==> src/rtl/direct_mapped_writeback_cache_assert.svh <==
// ----------------------------------------------------------------------------
// Assertion macros for the direct mapped write-back cache
// Shared property forms used by the controller and the datapath.
// ----------------------------------------------------------------------------
`ifndef DIRECT_MAPPED_WRITEBACK_CACHE_ASSERT_SVH
`define DIRECT_MAPPED_WRITEBACK_CACHE_ASSERT_SVH

// Same-cycle implication, disabled during reset
`define DMWC_ASSERT_IMPL(label, clk, rst, ante, cons) \
   label: assert property (@(posedge clk) disable iff (rst) (ante) |-> (cons)) \
      else $error("cache assertion failed");

// Next-cycle implication, disabled during reset
`define DMWC_ASSERT_NEXT(label, clk, rst, ante, cons) \
   label: assert property (@(posedge clk) disable iff (rst) (ante) |=> (cons)) \
      else $error("cache assertion failed");

`endif

==> src/rtl/dmwc_pkg.sv <==
// ----------------------------------------------------------------------------
// dmwc_pkg
// Widths, defaults, operation codes and controller/datapath interface types
// for the direct mapped write-back cache.
// ----------------------------------------------------------------------------
package dmwc_pkg;

   // Fixed field widths
   localparam int ADDR_W = 10;
   localparam int DATA_W = 32;

   // Default geometry
   localparam int LINES_DEF     = 4;
   localparam int MEM_WORDS_DEF = 1024;

   // Operation codes
   localparam logic FUNC_READ  = 1'b0;
   localparam logic FUNC_WRITE = 1'b1;

   // Commands from the controller to the datapath
   typedef struct packed {
      logic clear;      // zero one backing memory word
      logic capture;    // take the request transaction
      logic div_q1;     // quotient of address by memory size
      logic div_red;    // reduced address
      logic div_q2;     // quotient of reduced address by line count
      logic div_idx;    // line index
      logic lookup;     // read the indexed line
      logic compare;    // register the hit
      logic writeback;  // write the dirty victim to memory
      logic fetch;      // read the requested word from memory
      logic update;     // write the line
      logic respond;    // load the result register
   } cmd_type;

   // Status from the datapath to the controller
   typedef struct packed {
      logic clear_done;
      logic hit;
      logic victim_dirty;
      logic out_free;
   } status_type;

   // Memory size reduces by mask or not at all
   function automatic bit is_fast_red(int m);
      return ((m & (m - 1)) == 0) || (m >= (1 << ADDR_W));
   endfunction

   // Line count reduces by mask
   function automatic bit is_fast_idx(int l);
      return (l & (l - 1)) == 0;
   endfunction

endpackage

==> src/rtl/dmwc_ctrl.sv <==
// ----------------------------------------------------------------------------
// dmwc_ctrl
// Sequencer for the cache: memory clearing pass, request intake, address
// decode, tag check, victim write-back, fill and result hand-off.
// ----------------------------------------------------------------------------
`include "direct_mapped_writeback_cache_assert.svh"

module dmwc_ctrl
   import dmwc_pkg::*;
#(
   parameter int LINES     = LINES_DEF,
   parameter int MEM_WORDS = MEM_WORDS_DEF
) (
   input  logic       clock,
   input  logic       reset,
   input  logic       req_valid,
   output logic       req_stall,
   input  status_type status,
   output cmd_type    cmd
);

   localparam bit FAST_RED = is_fast_red(MEM_WORDS);
   localparam bit FAST_IDX = is_fast_idx(LINES);

   typedef enum logic [10:0] {
      S_CLEAR     = 11'b000_0000_0001,
      S_IDLE      = 11'b000_0000_0010,
      S_DEC_Q1    = 11'b000_0000_0100,
      S_DEC_RED   = 11'b000_0000_1000,
      S_DEC_Q2    = 11'b000_0001_0000,
      S_DEC_IDX   = 11'b000_0010_0000,
      S_LOOKUP    = 11'b000_0100_0000,
      S_COMPARE   = 11'b000_1000_0000,
      S_WRITEBACK = 11'b001_0000_0000,
      S_FETCH     = 11'b010_0000_0000,
      S_UPDATE    = 11'b100_0000_0000
   } state_type;

   state_type state_ff;
   state_type state_in;

   // Accept only while idle
   assign req_stall = (state_ff != S_IDLE);

   // Next state and commands
   always_comb begin
      state_in = state_ff;
      cmd      = '0;
      case (state_ff)
         S_CLEAR: begin
            cmd.clear = 1'b1;
            if (status.clear_done) begin
               state_in = S_IDLE;
            end
         end
         S_IDLE: begin
            if (req_valid) begin
               cmd.capture = 1'b1;
               if (!FAST_RED) begin
                  state_in = S_DEC_Q1;
               end else if (!FAST_IDX) begin
                  state_in = S_DEC_Q2;
               end else begin
                  state_in = S_LOOKUP;
               end
            end
         end
         S_DEC_Q1: begin
            cmd.div_q1 = 1'b1;
            state_in   = S_DEC_RED;
         end
         S_DEC_RED: begin
            cmd.div_red = 1'b1;
            state_in    = FAST_IDX ? S_LOOKUP : S_DEC_Q2;
         end
         S_DEC_Q2: begin
            cmd.div_q2 = 1'b1;
            state_in   = S_DEC_IDX;
         end
         S_DEC_IDX: begin
            cmd.div_idx = 1'b1;
            state_in    = S_LOOKUP;
         end
         S_LOOKUP: begin
            cmd.lookup = 1'b1;
            state_in   = S_COMPARE;
         end
         S_COMPARE: begin
            cmd.compare = 1'b1;
            if (status.hit) begin
               state_in = S_UPDATE;
            end else if (status.victim_dirty) begin
               state_in = S_WRITEBACK;
            end else begin
               state_in = S_FETCH;
            end
         end
         S_WRITEBACK: begin
            cmd.writeback = 1'b1;
            state_in      = S_FETCH;
         end
         S_FETCH: begin
            cmd.fetch = 1'b1;
            state_in  = S_UPDATE;
         end
         S_UPDATE: begin
            cmd.update = 1'b1;
            // hold until the result register can take the transaction
            if (status.out_free) begin
               cmd.respond = 1'b1;
               state_in    = S_IDLE;
            end
         end
         default: begin
            state_in = S_IDLE;
         end
      endcase
   end

   always_ff @(posedge clock) begin
      if (reset) begin
         state_ff <= S_CLEAR;
      end else begin
         state_ff <= state_in;
      end
   end

   `DMWC_ASSERT_NEXT(a_wb_then_fetch, clock, reset, state_ff == S_WRITEBACK, state_ff == S_FETCH)
   `DMWC_ASSERT_NEXT(a_accept_leaves_idle, clock, reset, req_valid && !req_stall, state_ff != S_IDLE)

endmodule

==> config.mk <==
export PLATFORM = sky130hd
export DESIGN_NAME = dmwc_ctrl
export DESIGN_NICKNAME = d
export VERILOG_FILES = /design/src/rtl/dmwc_pkg.sv /design/src/rtl/dmwc_ctrl.sv
export VERILOG_INCLUDE_DIRS = /design/src /design/src/rtl
export SDC_FILE = /design/constraint.sdc
export NUM_CORES = 1
export LEC_CHECK = 0
export BUFFER_PORTS_ARGS = -buffer_cell sky130_fd_sc_hd__buf_4
export CAP_MARGIN = 10
export CELL_PAD_IN_SITES_DETAIL_PLACEMENT = 0
export CELL_PAD_IN_SITES_GLOBAL_PLACEMENT = 1
export CORE_MARGIN = 2
export CORE_UTILIZATION = 34
export CTS_CLUSTER_DIAMETER = 80
export DETAILED_ROUTE_END_ITERATION = 6
export MAX_ROUTING_LAYER = met4
export PLACE_DENSITY_LB_ADDON = 0.25
export SYNTH_ARGS = -nofsm -noshare
export SYNTH_HDL_FRONTEND = slang
export SYNTH_SLANG_ARGS = --single-unit
==> constraint.sdc <==
create_clock -name clock -period 4.8 [get_ports clock]
set_clock_uncertainty 0.15 [all_clocks]
set_input_delay 0.48 -clock clock [delete_from_list [all_inputs] [get_ports clock]]
set_output_delay 0.48 -clock clock [all_outputs]
set_load 0.05 [all_outputs]
# Word level (Yosys, flattened, before mapping)
# Index checks and enable logic that the tools add are counted.
word_totals:
  ff_bits: 11
classes:
  mux: 19
  eq_ne: 15
  n_reduce_logical: 2
op_table:
  columns: ["cell", "count"]
  rows:
  - ["one-hot mux 11 bit (10 select lines)", 1]
  - ["two-way mux 11 bit", 4]
  - ["two-way mux 1 bit", 12]
  - ["equality test 11 x 1 -> 1 bit, second input constant", 1]
  - ["equality test 11 x 10 -> 1 bit, second input constant", 1]
  - ["equality test 11 bit, second input constant", 1]
  - ["equality test 11 x 2 -> 1 bit, second input constant", 1]
  - ["equality test 11 x 3 -> 1 bit, second input constant", 1]
  - ["equality test 11 x 4 -> 1 bit, second input constant", 1]
  - ["equality test 11 x 5 -> 1 bit, second input constant", 1]
  - ["equality test 11 x 6 -> 1 bit, second input constant", 1]
  - ["equality test 11 x 7 -> 1 bit, second input constant", 1]
  - ["equality test 11 x 8 -> 1 bit, second input constant", 1]
  - ["equality test 11 x 9 -> 1 bit, second input constant", 1]
  - ["inequality test 11 x 2 -> 1 bit, second input constant", 1]
  - ["two-way mux 10 bit", 1]
  - ["inequality test 2 bit, second input constant", 3]
  - ["AND reduction 3 bit", 1]
  - ["two-way mux 2 bit", 1]
  - ["OR reduction 2 bit", 1]

# Longest topological paths before layout
depth:
  word_depth: 3
  ltp_mapped: 4
  mapped_depth_nobuf: 3

# Worst setup path after synthesis
# Ideal clock, no wire load.
synth_path:
  path_type: "flip-flop to output port"
  start: "register state_ff[6]"
  end: "output cmd[11] in the netlist's numbering"
  path_stages_with_launch: 3
  required_ns: 4.170
  arrival_ns: 2.551
  path_slack_ns: 1.619
  cell_sequence: "dfxtp_1 or4_4 nor4b_1"
synth_rtl:
  columns: ["item", "line_no", "text"]
  rows:
  - ["start, declared", "dmwc_ctrl.sv:39", "state_type state_ff;"]
  - ["start signal, assigned", "dmwc_ctrl.sv:124", "state_ff <= state_in;"]
  - ["end, declared", "dmwc_ctrl.sv:19", "output cmd_type cmd"]

# Worst setup path in the final report
layout_path:
  start: "register state_ff[7]"
  end: "output req_stall"
layout_via:
  elab_chain_len: 1
layout_rtl:
  columns: ["item", "line_no", "text"]
  rows:
  - ["inequality test 11 x 2 -> 1 bit", "dmwc_ctrl.sv:43", "assign req_stall = (state_ff != S_IDLE);"]
  - ["end, declared", "dmwc_ctrl.sv:17", "output logic req_stall,"]
# No other way between the ends.

==> key figures <==
Run status
  • Status: finished clean

Placed design
  • GP Congestion: 0.703
  • Input/output buffers: 15
  • Pre-CTS WS: 2.52 ns
  • DP HPWL: 739 um
  • Placed cells: 79

Layout
  • Final core utilization: 46.5%
  • Ant. Diodes: 0
  • Non-Filler Instances: 83
  • Layout cells sized above 1: 33.8%
  • Reg with most FFs: state_ff
  • Number of flip-flops in the largest register: 7
  • Biggest regs: state_ff (7)
  • Final nets: 76
  • Area Overhead vs Synth: 27.7%

Global route
  • Gr usage total: 14.8%
  • Global-route wire length before repair: 1520 um
  • Vias in the first global route: 352
  • Antenna violations before repair: 0
  • Gr ovfl total: 0
  • Largest net degree at the start of global routing: 10

Pwr
  • Pleak: 0.296 nW
  • Max VDD drop: 0.000148 V
  • Combinational share of power: 22.0%
  • NetSw: 0.0428 mW
  • Clock power frac: 34.5%
  • Int Pwr: 0.102 mW
  • Switching share of total power: 29.5%
  • Pwr Density: 240 nW/um2
  • Sequential power share: 43.5%

CTS
  • Clock Sinks: 7
  • Post-CTS sizing: 0
  • Clk root buf: clkbuf_4
  • Hold-fix buffers, CTS: 0
  • CTS tree: built
  • Clk pin slew, worst setup/hold paths: 0.05 ns
  • Setup bufs post-CTS: 0
  • Worst-Skew Late Latency: 0.24 ns
  • Htree depth: 1
  • Num CTS Buffers: 3
  • Clock tree buffer depth: 2

Timing
  • Period minus WS final: 2.53 ns
  • Endpoints failing setup: 0
  • RSZ-0062 raised after global routing: false
  • Fmax: 395 MHz
  • Fin crit share: 52.7%
  • Final worst slack: 2.27 ns
  • Setup TNS: 0 ns
  • Final Hold Viols: 0
  • Slew Viols, Final: 0

Yosys
  • Synth warn: 0
  • Ys async rst share: 0%
  • Post-synth EDFFs: 0
  • Cell taking the most area after synthesis: dfxtp_1
  • Seq/Total Area, Yosys: 29.6%
  • Post-Syn Area: 474 um2
  • Cell variety after synth: 30
  • Main flop type after synthesis: dfxtp_1
  • Top cell type's share of synthesized area: 29.6%
  • Post-Syn Instances: 52
  • Top post-synthesis cells by area: dfxtp_1 (30%), nor4b_1 (7.4%), buf_4 (6.3%)
  • #FFs+latches synth: 7
  • Post-Syn Area per Cell: 9.12 um2

Setup path
  • Worst-path fanout max: 8
  • CP peak stage delay: 0.57 ns
  • WP data arrival: 1.90 ns
  • Worst r2r src: state_ff[7]
  • Crit-path cells: or4_4, or4b_4, buf_4
  • Worst Path Buf+Inv: 1
  • CP required: 4.17 ns
  • CP startpoint: state_ff[7]
  • Setup CP Type: reg -> out
  • Crit path capture type: output pin
  • Crit path max-delay cell type: or4_4
  • CP delay by family, top: simple AND/OR/NAND/NOR gates
  • CP startpoint kind: flip-flop

Floorplanning
  • Initial Util: 36.4%
  • Die height: 41.3 um
  • IO Count: 20
  • Core Region: 1300 um2
  • Die area: 1710 um2
  • FP Rows: 13
  • Horiz. Die Dim: 41.3 um

Flow run
  • Max Cap Violations: 0

Detailed routing
  • Drt pass-1 iters: 4
  • Met2 wire len: 440 um
  • Vias/cell: 4.94
  • Routed WL: 946 um
  • Metal1 wirelength: 434 um
  • Post-DRT Antenna Nets: 0
  • DR top layer: met4
  • Vias: 410
  • Residual DRC: 0
  • DR iter-0 viols: 5
  • Metal3 WL: 57 um
  • Wirelength per Cell: 11.4 um

Worst hold path
  • Hold path start: status[1]
  • Hold Path Class: in -> reg
-- worst reg2reg max path: cells and delay by family, from the launching register on --
| family | cells | cell delay, ns |
|---|---|---|
| flip-flops | 1 | 0.36 |
| AND/OR/NAND/NOR | 3 | 1.06 |
-- Yosys cell counts, types with 2 or more instances --
master    count
nor4b_1       4
nor2_1        3
and2_1        3
and3_1        2
dfxtp_1       7
nor4_1        2
buf_4         4
nor3_1        2
clkbuf_1      2
inv_1         3
-- stage by stage --
step / total power, mW / instance area [um2] / hold WS, ns
after floorplan: 0.0895 / 485 / 0.463
after global placement: 0.0965 / 579 / 0.520
after detailed placement: 0.0962 / 579 / 0.532
after CTS: 0.148 / 606 / 0.355
after global routing: 0.154 / 606 / 0.376
final: 0.145 / 606 / 0.369
-- power by group through the flow --
| stage | combinational, mW | clock (mW) | sequential, mW |
|---|---|---|---|
| detailed placement | 0.0320 | 0 | 0.0642 |
| finish | 0.0319 | 0.0501 | 0.0631 |
| CTS | 0.0321 | 0.0531 | 0.0631 |
| floorplan | 0.0260 | 0 | 0.0636 |
| global placement | 0.0323 | 0 | 0.0642 |
| global route | 0.0343 | 0.0563 | 0.0634 |
-- area by class of cell --
type	instances	area, um2
Clock buffer	4	26.3
Fill cell	141	696
Inverter	3	11.3
Multi-Input combinational cell	39	297
Sequential cell	7	140
Tap cell	15	18.8
Timing Repair Buffer	15	113
-- final timing paths --
| check | cells after the start | slack (ns) | end |
|---|---|---|---|
| worst max register to register | 3 | 3.17 | state_ff[6] |
| worst min-delay path | 3 | 0.37 | state_ff[8] |
| worst max-delay path | 3 | 2.27 | req_stall |
| worst min register to register | 3 | 0.54 | state_ff[8] |
-- cells by family (layout without fill, tap and decap cells) --
kind of cell / after synthesis / in the layout / synth area share, %
simple gates: 28 / 28 / 46.2
buf+inv: 9 / 22 / 10.3
compound gates: 6 / 6 / 11.3
xor+xnor: 1 / 1 / 1.85
flops: 7 / 7 / 29.6
other cells: 1 / 4 / 0.791
-- placed cells by master (no fill, tap or decap), types with 2 or more instances in the layout --
cell type  count
buf_4         15
dfxtp_1        7
nor4b_1        4
conb_1         4
inv_1          3
and2_1         3
nor2_1         3
clkbuf_4       3
nor4_1         2
nor3_1         2
and3_1         2
-- per-layer routing --
layer | up-vias | track usage [%]
met5 | - | -
met4 | 0 | 12.1
met3 | 2 | 1.60
met2 | 12 | 21.1
met1 | 177 | 18.8
li1 | 219 | -
Power figures use the tool's default switching activity.
